### src/sv/flv_tag_deframer_defines.svh
// Assertion helpers used by the parser module to check its own logic.
`ifndef FLV_TAG_DEFRAMER_DEFINES_SVH
`define FLV_TAG_DEFRAMER_DEFINES_SVH

// Same-cycle implication, sampled on clk and disabled while reset is low.
`define FVTD_ASSERT_NOW(label, ante, cons, msg) \
  label: assert property (@(posedge clk) disable iff (!rst_n) (ante) |-> (cons)) \
    else $error(msg);

// Next-cycle implication, sampled on clk and disabled while reset is low.
`define FVTD_ASSERT_NEXT(label, ante, cons, msg) \
  label: assert property (@(posedge clk) disable iff (!rst_n) (ante) |=> (cons)) \
    else $error(msg);

`endif

### src/sv/fvtd_pkg.sv
package fvtd_pkg;

  typedef enum logic [1:0] {
    PH_HEADER = 2'd0,
    PH_BODY   = 2'd1,
    PH_HALT   = 2'd2
  } phase_t;

  localparam logic [1:0] KIND_HEADER = 2'd0;
  localparam logic [1:0] KIND_BODY   = 2'd1;
  localparam logic [1:0] KIND_ERROR  = 2'd2;

  localparam logic [1:0] ST_OK        = 2'd0;
  localparam logic [1:0] ST_OVERSIZED = 2'd1;
  localparam logic [1:0] ST_BAD_TYPE  = 2'd2;
  localparam logic [1:0] ST_ZERO_SIZE = 2'd3;

  localparam logic [7:0] TYPE_AUDIO  = 8'd8;
  localparam logic [7:0] TYPE_VIDEO  = 8'd9;
  localparam logic [7:0] TYPE_SCRIPT = 8'd18;

  localparam logic [3:0] HDR_TYPE_IDX   = 4'd4;
  localparam logic [3:0] HDR_CHECK_IDX  = 4'd7;
  localparam logic [3:0] HDR_TS_EXT_IDX = 4'd11;
  localparam logic [3:0] HDR_LAST_IDX   = 4'd14;

  localparam logic [23:0] MAX_BODY_RESET = 24'(5 << 20);

  typedef struct packed {
    logic        valid;
    logic [7:0]  data;
  } byte_item_t;

  typedef struct packed {
    logic [1:0]  kind;
    logic [1:0]  status;
    logic [7:0]  tag_type;
    logic [23:0] body_len;
    logic [31:0] timestamp;
    logic [23:0] stream_num;
    logic [31:0] previous_size;
    logic [7:0]  body_byte;
    logic        last_body;
  } result_t;

endpackage

### src/sv/fvtd_in_stage.sv
module fvtd_in_stage (
  input  logic                clk,
  input  logic                rst_n,
  input  logic                in_valid,
  input  logic [7:0]          in_data_byte,
  output logic                in_stall,
  input  logic                out_blocked,
  output fvtd_pkg::byte_item_t item,
  output logic                fire
);

  logic       valid_r;
  logic       valid_nxt;
  logic [7:0] data_r;
  logic       accept;

  assign in_stall = valid_r && out_blocked;
  assign accept   = in_valid && !in_stall;
  assign fire     = valid_r && !out_blocked;

  always_comb begin
    valid_nxt = valid_r;
    if (accept) begin
      valid_nxt = 1'b1;
    end else if (fire) begin
      valid_nxt = 1'b0;
    end
  end

  always_ff @(posedge clk) begin
    if (!rst_n) begin
      valid_r <= 1'b0;
    end else begin
      valid_r <= valid_nxt;
    end
  end

  always_ff @(posedge clk) begin
    if (accept) begin
      data_r <= in_data_byte;
    end
  end

  assign item.valid = valid_r;
  assign item.data  = data_r;

endmodule

### src/sv/fvtd_parser.sv
`include "flv_tag_deframer_defines.svh"

module fvtd_parser (
  input  logic                 clk,
  input  logic                 rst_n,
  input  logic                 fire,
  input  fvtd_pkg::byte_item_t item,
  input  logic [23:0]          max_body_len,
  output fvtd_pkg::result_t    res,
  output logic                 res_valid
);

  fvtd_pkg::phase_t phase_r, phase_nxt;
  logic [3:0]  hdr_idx_r, hdr_idx_nxt;
  logic [23:0] left_r, left_nxt;
  logic [31:0] prev_r, prev_nxt;
  logic [7:0]  type_r, type_nxt;
  logic [23:0] size_r, size_nxt;
  logic [31:0] time_r, time_nxt;
  logic [23:0] stream_r, stream_nxt;
  logic [23:0] size_shift;
  logic [1:0]  chk_status;
  logic        last;
  logic [7:0]  b;
  logic        is_halt;
  logic        is_body;
  logic        is_hdr;
  logic        err_out;

  assign b          = item.data;
  assign last       = (left_r <= 24'd1);
  assign size_shift = {size_r[15:0], b};

  always_comb begin
    if (size_shift > max_body_len) begin
      chk_status = fvtd_pkg::ST_OVERSIZED;
    end else if (!(type_r inside {fvtd_pkg::TYPE_AUDIO, fvtd_pkg::TYPE_VIDEO,
                                  fvtd_pkg::TYPE_SCRIPT})) begin
      chk_status = fvtd_pkg::ST_BAD_TYPE;
    end else if (type_r != fvtd_pkg::TYPE_SCRIPT && size_shift == 24'd0) begin
      chk_status = fvtd_pkg::ST_ZERO_SIZE;
    end else begin
      chk_status = fvtd_pkg::ST_OK;
    end
  end

  always_comb begin
    phase_nxt   = phase_r;
    hdr_idx_nxt = hdr_idx_r;
    left_nxt    = left_r;
    prev_nxt    = prev_r;
    type_nxt    = type_r;
    size_nxt    = size_r;
    time_nxt    = time_r;
    stream_nxt  = stream_r;
    res         = '0;
    res_valid   = 1'b0;
    case (phase_r)
      fvtd_pkg::PH_BODY: begin
        res.kind      = fvtd_pkg::KIND_BODY;
        res.body_byte = b;
        res.last_body = last;
        res_valid     = 1'b1;
        if (last) begin
          left_nxt  = 24'd0;
          phase_nxt = fvtd_pkg::PH_HEADER;
        end else begin
          left_nxt = left_r - 24'd1;
        end
      end
      fvtd_pkg::PH_HEADER: begin
        case (hdr_idx_r) inside
          [4'd0:4'd3]:              prev_nxt   = {prev_r[23:0], b};
          fvtd_pkg::HDR_TYPE_IDX:   type_nxt   = b;
          [4'd5:4'd7]:              size_nxt   = size_shift;
          [4'd8:4'd10]:             time_nxt   = {8'd0, time_r[15:0], b};
          fvtd_pkg::HDR_TS_EXT_IDX: time_nxt   = {b, time_r[23:0]};
          default:                  stream_nxt = {stream_r[15:0], b};
        endcase
        if (hdr_idx_r == fvtd_pkg::HDR_CHECK_IDX && chk_status != fvtd_pkg::ST_OK) begin
          res.kind          = fvtd_pkg::KIND_ERROR;
          res.status        = chk_status;
          res.tag_type      = type_r;
          res.body_len      = size_nxt;
          res.previous_size = prev_r;
          res_valid         = 1'b1;
          phase_nxt         = fvtd_pkg::PH_HALT;
        end else if (hdr_idx_r == fvtd_pkg::HDR_LAST_IDX) begin
          res.kind          = fvtd_pkg::KIND_HEADER;
          res.status        = fvtd_pkg::ST_OK;
          res.tag_type      = type_r;
          res.body_len      = size_r;
          res.timestamp     = time_r;
          res.stream_num    = stream_nxt;
          res.previous_size = prev_r;
          res_valid         = 1'b1;
          hdr_idx_nxt       = 4'd0;
          left_nxt          = size_r;
          phase_nxt         = (size_r != 24'd0) ? fvtd_pkg::PH_BODY : fvtd_pkg::PH_HEADER;
        end else begin
          hdr_idx_nxt = hdr_idx_r + 4'd1;
        end
      end
      default: begin
      end
    endcase
    if (!fire) begin
      res_valid = 1'b0;
    end
  end

  always_ff @(posedge clk) begin
    if (!rst_n) begin
      phase_r   <= fvtd_pkg::PH_HEADER;
      hdr_idx_r <= 4'd0;
      left_r    <= 24'd0;
    end else if (fire) begin
      phase_r   <= phase_nxt;
      hdr_idx_r <= hdr_idx_nxt;
      left_r    <= left_nxt;
    end
  end

  always_ff @(posedge clk) begin
    if (fire) begin
      prev_r   <= prev_nxt;
      type_r   <= type_nxt;
      size_r   <= size_nxt;
      time_r   <= time_nxt;
      stream_r <= stream_nxt;
    end
  end

  assign is_halt = (phase_r == fvtd_pkg::PH_HALT);
  assign is_body = (phase_r == fvtd_pkg::PH_BODY);
  assign is_hdr  = (phase_r == fvtd_pkg::PH_HEADER);
  assign err_out = res_valid && (res.kind == fvtd_pkg::KIND_ERROR);

  `FVTD_ASSERT_NEXT(a_halt_sticky, is_halt, is_halt, "halt left without reset")
  `FVTD_ASSERT_NOW(a_body_count, is_body, left_r != 24'd0, "body phase with no bytes left")
  `FVTD_ASSERT_NEXT(a_error_halts, err_out, is_halt, "error item did not halt")
  `FVTD_ASSERT_NOW(a_idx_range, is_hdr, hdr_idx_r <= fvtd_pkg::HDR_LAST_IDX, "index overrun")
  `FVTD_ASSERT_NOW(a_fire_valid, fire, item.valid, "fire with an empty input register")

endmodule

### src/sv/fvtd_out_stage.sv
module fvtd_out_stage (
  input  logic              clk,
  input  logic              rst_n,
  input  logic              fire,
  input  logic              res_valid,
  input  fvtd_pkg::result_t res,
  input  logic              out_stall,
  output logic              out_valid,
  output fvtd_pkg::result_t out_res,
  output logic              out_blocked
);

  logic              valid_r;
  logic              valid_nxt;
  fvtd_pkg::result_t res_r;

  assign out_blocked = valid_r && out_stall;

  always_comb begin
    valid_nxt = valid_r;
    if (fire) begin
      valid_nxt = res_valid;
    end else if (!out_stall) begin
      valid_nxt = 1'b0;
    end
  end

  always_ff @(posedge clk) begin
    if (!rst_n) begin
      valid_r <= 1'b0;
    end else begin
      valid_r <= valid_nxt;
    end
  end

  always_ff @(posedge clk) begin
    if (fire && res_valid) begin
      res_r <= res;
    end
  end

  assign out_valid = valid_r;
  assign out_res   = res_r;

endmodule

### src/sv/flv_tag_deframer.sv
// FLV tag deframer: takes one stream byte per item and one item per clock cycle while
// in_stall is low. Each byte passes an input register, the header/body parser, and a
// result register, so throughput is set by the parser's update of its counters and
// shift registers. A 15-byte tag header yields one header item, every body byte yields
// one body item with last_body on the final one, and a failed size or type check after
// the body size field yields one error item, after which all input is dropped until
// reset. cfg_wdata written with cfg_we sets the largest body size allowed (5242880 after
// reset); write it only while the block is idle.
module flv_tag_deframer (
  input  logic        clk,
  input  logic        rst_n,
  input  logic        cfg_we,
  input  logic [23:0] cfg_wdata,
  input  logic        in_valid,
  input  logic [7:0]  in_data_byte,
  output logic        in_stall,
  output logic        out_valid,
  input  logic        out_stall,
  output logic [1:0]  out_kind,
  output logic [1:0]  out_status,
  output logic [7:0]  out_tag_type,
  output logic [23:0] out_body_len,
  output logic [31:0] out_timestamp,
  output logic [23:0] out_stream_num,
  output logic [31:0] out_previous_size,
  output logic [7:0]  out_body_byte,
  output logic        out_last_body
);

  logic [23:0]          max_body_len_r;
  fvtd_pkg::byte_item_t item;
  fvtd_pkg::result_t    res;
  fvtd_pkg::result_t    out_res;
  logic                 fire;
  logic                 res_valid;
  logic                 out_blocked;

  always_ff @(posedge clk) begin
    if (!rst_n) begin
      max_body_len_r <= fvtd_pkg::MAX_BODY_RESET;
    end else if (cfg_we) begin
      max_body_len_r <= cfg_wdata;
    end
  end

  fvtd_in_stage u_in (
    .clk          (clk),
    .rst_n        (rst_n),
    .in_valid     (in_valid),
    .in_data_byte (in_data_byte),
    .in_stall     (in_stall),
    .out_blocked  (out_blocked),
    .item         (item),
    .fire         (fire)
  );

  fvtd_parser u_parser (
    .clk          (clk),
    .rst_n        (rst_n),
    .fire         (fire),
    .item         (item),
    .max_body_len (max_body_len_r),
    .res          (res),
    .res_valid    (res_valid)
  );

  fvtd_out_stage u_out (
    .clk         (clk),
    .rst_n       (rst_n),
    .fire        (fire),
    .res_valid   (res_valid),
    .res         (res),
    .out_stall   (out_stall),
    .out_valid   (out_valid),
    .out_res     (out_res),
    .out_blocked (out_blocked)
  );

  assign out_kind          = out_res.kind;
  assign out_status        = out_res.status;
  assign out_tag_type      = out_res.tag_type;
  assign out_body_len      = out_res.body_len;
  assign out_timestamp     = out_res.timestamp;
  assign out_stream_num    = out_res.stream_num;
  assign out_previous_size = out_res.previous_size;
  assign out_body_byte     = out_res.body_byte;
  assign out_last_body     = out_res.last_body;

endmodule
### config.mk
export PLATFORM = sky130hd
export DESIGN_NAME = flv_tag_deframer
export DESIGN_NICKNAME = d
export VERILOG_FILES = /design/src/sv/fvtd_pkg.sv /design/src/sv/fvtd_in_stage.sv /design/src/sv/fvtd_parser.sv /design/src/sv/fvtd_out_stage.sv /design/src/sv/flv_tag_deframer.sv
export VERILOG_INCLUDE_DIRS = /design/src /design/src/sv
export SDC_FILE = /design/constraint.sdc
export NUM_CORES = 1
export LEC_CHECK = 0
export BUFFER_PORTS_ARGS = -buffer_cell sky130_fd_sc_hd__buf_2
export CELL_PAD_IN_SITES_DETAIL_PLACEMENT = 1
export CELL_PAD_IN_SITES_GLOBAL_PLACEMENT = 2
export CORE_UTILIZATION = 40
export CTS_BUF_LIST = sky130_fd_sc_hd__clkbuf_4 sky130_fd_sc_hd__clkbuf_8
export DETAILED_ROUTE_END_ITERATION = 10
export PLACE_DENSITY = 0.81
export SLEW_MARGIN = 20
export SYNTH_ARGS = -nofsm -noshare
export SYNTH_HDL_FRONTEND = slang
export SYNTH_SLANG_ARGS = --single-unit
### constraint.sdc
create_clock -name clk -period 16.8 [get_ports clk]
set_input_delay 2.52 -clock clk [delete_from_list [all_inputs] [get_ports clk]]
set_output_delay 2.52 -clock clk [all_outputs]
set_load 0.01 [all_outputs]
; Word-level counts from Yosys, hierarchy flattened
; Cells that the tools add are included.
[totals]
register_bits = 317
inputBits = 37
output_inout_bits = 135
wordCells = 116
[op_classes]
addsub = 2
order_cmp = 8
n_eq_ne = 14
mux = 35
bitwise_logic = 6
n_reduce_logical = 29
[op_table]
columns = op, count
row1 = $mux 24, 12
row2 = $mux 120, 1
row3 = $mux 32, 2
row4 = $pmux 24 s2, 1
row5 = $mux 36, 1
row6 = $gt 24x24->1, 1
row7 = $le 24x1->1 const B, 1
row8 = $logic_not 24->1, 1
row9 = $reduce_bool 24->1, 1
row10 = $sub 24x1->24 const B, 1
row11 = $eq 8x4->1 const B, 2
row12 = $mux 2, 6
row13 = $reduce_and 4->1, 3
row14 = $reduce_and 6->1, 2
row15 = $logic_and 1x1->1, 10
row16 = $eq 4x3->1 const B, 2
row17 = $eq 4x4->1 const B, 2
row18 = $eq 8x5->1 const B, 1
row19 = $mux 1, 8
row20 = $ne 8x5->1 const B, 1
row21 = $pmux 2 s2, 2
row22 = $reduce_bool 2->1, 4
row23 = $not 1->1, 6
row24 = $reduce_and 3->1, 2
row25 = other kinds (18), 21

; Depth between registers and ports, before layout
[depth]
ltp_word = 11
mapped_depth = 9

; Modules after synthesis
; From an unflattened synthesis, not the netlist that was laid out.
[hier_totals]
cells_unflattened = 972
hier_area_um2 = 13603.0
[modules_own_cells]
columns = module, n_inst, cells_per_inst, area_each_um2
row1 = fvtd_parser, 1, 743, 8336.7
row2 = fvtd_out_stage, 1, 138, 4043.9
row3 = flv_tag_deframer, 1, 77, 924.6
row4 = fvtd_in_stage, 1, 14, 297.8

; Worst setup path after synthesis
; OpenSTA, ideal clock, no wires.
[synth_timing]
kind = input-to-reg
startpoint = input out_stall
endpoint = register u_out.res_r (netlist bit u_out.out_res[0]) (enable)
setup_time_ps = 670
arrival_time_ps = 9125
slack_ps = 7005
cell_stages = 3
path_buffers = 0
path_cell_list = nand2_1 nand3_1 a21oi_1
[synth_between]
elab_chain_cells = 5
[synth_lines]
columns = item, line_no
row1 = from (decl), flv_tag_deframer.sv:18  ; input logic out_stall,
row2 = $logic_and 1x1->1 *, fvtd_out_stage.sv:17  ; assign out_blocked = valid_r && out_stall;
row3 = $logic_not 1->1 *, fvtd_in_stage.sv:19  ; assign fire = valid_r && !out_blocked;
row4 = $logic_and 1x1->1 *, fvtd_in_stage.sv:19
row5 = $mux 1, fvtd_parser.sv:107  ; if (!fire) begin
row6 = $logic_and 1x1->1 *, fvtd_out_stage.sv:37  ; if (fire && res_valid) begin
row7 = to (signal assigned), fvtd_out_stage.sv:38  ; res_r <= res;
row8 = to (decl), fvtd_out_stage.sv:15  ; fvtd_pkg::result_t res_r;
; Every way passes the cells marked *; elsewhere a longest branch is shown, timed or not.
; A chain may end at the register's enable or synchronous reset.

; Worst setup path after layout
[layout_timing]
startpoint = input out_stall
endpoint = output in_stall
[layout_between]
elab_chain_cells = 2
[layout_lines]
columns = item, line_no
row1 = $logic_and 1x1->1, fvtd_out_stage.sv:17
row2 = $logic_and 1x1->1, fvtd_in_stage.sv:17  ; assign in_stall = valid_r && out_blocked;
row3 = to (decl), flv_tag_deframer.sv:16  ; output logic in_stall,
; No other way between the ends.

==> results.toml <==
[cells_and_area]
multi_input_area_um2 = 4100
final_cell_mix = "261 x edfxtp_1, 171 x buf_2, 119 x and2_1"
post-route-cell-area_um2 = 15700
syn_to_final_growth_pct = 18.0
antenna_cells = 0
instances_no_fill = 1672
layout-drive-gt1-share_pct = 27.0
regArea_um2 = 8960
fillers = 3430
num-nets-final = 1250
final_common_cell = "edfxtp_1"
finish.utilization_pct = 48.1

[setup_path]
regToRegSetupSlack_ns = 12.96
reg2regPathDepth = 8
cpMostUsedCell = "buf_2"
worstPathCellList = "buf_2 > and3_1 > buf_2"
cp_slowest_cell = "and3_1"
end_kind = "output pin"
critPathTopFamily = "buffers and inverters"
timing.rr.end = "u_out.out_res[32]"
r2r-start = "u_parser.size_r[15]"
worst-path-buf-inv = 2
criticalPathCategory = "in2out"
cp-start-kind = "primary input"
max_stage_delay_ns = 0.26
worstPathRequired_ns = 14.28
cp.arrival_ns = 3.05
crit_fanout = 3

[clock_network]
post_cts_buffers = 0
root_buffer = "clkbuf_8"
clk_latency_ns = 0.60
cts_buffers = 52
cts.sinks = 317
htree_levels = 2
hold_buffers = 0
path_clk_slew_ns = 0.06
cts_tree = "built"
clockBufferDepth = 3
cts_resized = 0

[timing]
final.min_clock_period_ns = 5.57
max_slew_margin_pct = 25.8
setup_viol = 0
finalMaxSlewViolations = 0
fin_ws_ns = 11.23
hold_ws_ns = 0.443
max_freq_mhz = 180
rsz0062_at_grt = "no"
hold_violations = 0
tns_ns = 0
clock_skew_ns = 0.0330
finalCritPeriodShare_pct = 33.1
worst_slew_pin_slew_ns = 1.10

[place]
io_buffers = 171
dpl.hpwl_mm = 22.4
place_area_um2 = 14700
dp.cells = 1575
place_ws_ns = 11.23
gp_congestion = 0.796

[floorplan]
chipWidth_um = 185
dieArea_um2 = 34100
core_area_um2 = 32700
die_y_um = 185
ioPinCount = 172
start_util_pct = 40.8
num_rows = 66

[detailed_routing]
vias_per_cell = 5.19
routed_wl_mm = 34.0
drt.antenna.violating_nets = 0
dr.pass1.iters = 5
vias = 8686
routedWlPerCell_um = 20.3
drt_iter0_markers = 593
drc = 0

[logic_synthesis]
synth_edf_count = 261
yosysTopAreaCell = "edfxtp_1"
async_flop_share_pct = 0
ys_ff_latch = 317
synthTopCellsByArea = "edfxtp_1 59%, dfxtp_1 8.4%, and2_1 5.6%"
synthFlopType = "edfxtp_1"
synth_fp_nets = 1061
syn_inst = 998
yosysUniqueCellTypes = 57
synth_seq_area_share_pct = 67.2
synth_top_area_share_pct = 58.8
syn_avg_cell_area_um2 = 13.4
netlist_area_um2 = 13300
ys_warn_count = 0

[grt]
grt_pass1_vias = 9083
antenna_found_initial = 1
grt_pass1_wl_mm = 52.4
overflow = 0
track_usage_pct = 20.1
grt_start_max_net_pins = 82

[min_path]
hold_depth = 0
hp-class = "reg2reg"
holdPathEnd = "u_parser.prev_r[17]"
min_from = "u_parser.prev_r[9]"

[power]
peakVddDrop_mv = 0.0632
leakagePower_nw = 6.38
power.total_mw = 1.59
p_per_area_nw_per_um2 = 101

[flow_run]
max-cap-violations = 0

[status]
outcome = "completed"
[sequential cells by signal, summed over array words and instances, names as in the netlist]
register / cells
u_out.out_res: 133
u_parser.prev_r: 32
u_parser.time_r: 32
max_body_len_r: 24
u_parser.left_r: 24
u_parser.size_r: 24
u_parser.stream_r: 24
u_in.data_r: 8
u_parser.type_r: 8
u_parser.hdr_idx_r: 4
u_parser.phase_r: 2
u_in.valid_r: 1
u_out.out_valid: 1
[worst reg2reg max path, cell delays in order (launching register included)]
cell and delay (ns):
edfxtp_1 0.55, ha_1 0.38, nand4_1 0.19, nor3_1 0.37, a2bb2oi_1 0.17, a31oi_1 0.55
o31ai_1 0.29, a21oi_4 0.20, buf_4 0.74
[cell families after synthesis]
logic type	after synthesis	synth area share, %
buf+inv	83	2.47
fa+ha+maj	26	2.44
flops	317	67.2
mux	70	5.69
xor+xnor	5	0.328
simple gates	351	14.2
compound gates	146	7.67
[synth_stat cells, drive strengths merged, types with 2 or more instances]
| library cell | n |
|---|---|
| a21oi | 27 |
| a22oi | 8 |
| nand3b | 4 |
| clkbuf | 44 |
| o21bai | 3 |
| nand4 | 7 |
| nand3 | 6 |
| and3 | 3 |
| dfxtp | 56 |
| nor2 | 43 |
| a21boi | 9 |
| nand2 | 88 |
| or4 | 6 |
| o31ai | 9 |
| a31oi | 3 |
| nor3b | 5 |
| nor4 | 20 |
| mux2 | 47 |
| xor2 | 4 |
| o41ai | 4 |
| ha | 26 |
| a221oi | 5 |
| nor2b | 25 |
| buf | 8 |
| and2 | 119 |
| mux2i | 23 |
| nand2b | 5 |
| inv | 31 |
| o311ai | 26 |
| o21a | 3 |
| or3 | 4 |
| o211a | 2 |
| nor3 | 7 |
| a21o | 3 |
| o211ai | 4 |
| or2 | 6 |
| edfxtp | 261 |
| a211oi | 3 |
| o21ai | 31 |
[worst max-delay path by stage]
stage	end	cells after the start	startpoint
3_5_place_dp	in_stall	3	out_stall
4_1_cts	in_stall	3	out_stall
6_report	in_stall	3	out_stall
3_3_place_gp	in_stall	3	out_stall
2_1_floorplan	u_out.out_res[0]	3	out_stall
5_1_grt	in_stall	3	out_stall
[routing by layer]
layer	routed length, um	share of wire [%]	GRT usage (%)	vias to the layer above
li1	-	-	-	4076
met1	15000	44	26.9	4313
met2	16500	49	33.6	251
met3	1910	5.6	3.36	44
met4	538	1.6	5.27	2
met5	8	0.024	0	-
[where the power goes]
part	internal (mW)	leakage (nW)	switching, mW	total [mW]
Combinational	0.0192	2.72	0.0296	0.0488
Clock	0.352	0.544	0.318	0.670
Sequential	0.856	3.11	0.0137	0.870
Total	1.23	6.38	0.361	1.59
[area by class of cell]
class	count	area share, %
inverters	31	0.747
clock buffers	64	5.12
multi-input cells	598	26.1
flip-flops and latches	317	56.9
well taps	442	3.51
clock inverters	33	1.45
repair buffers	187	6.20
Note: power is estimated with default switching activity, not from simulation.
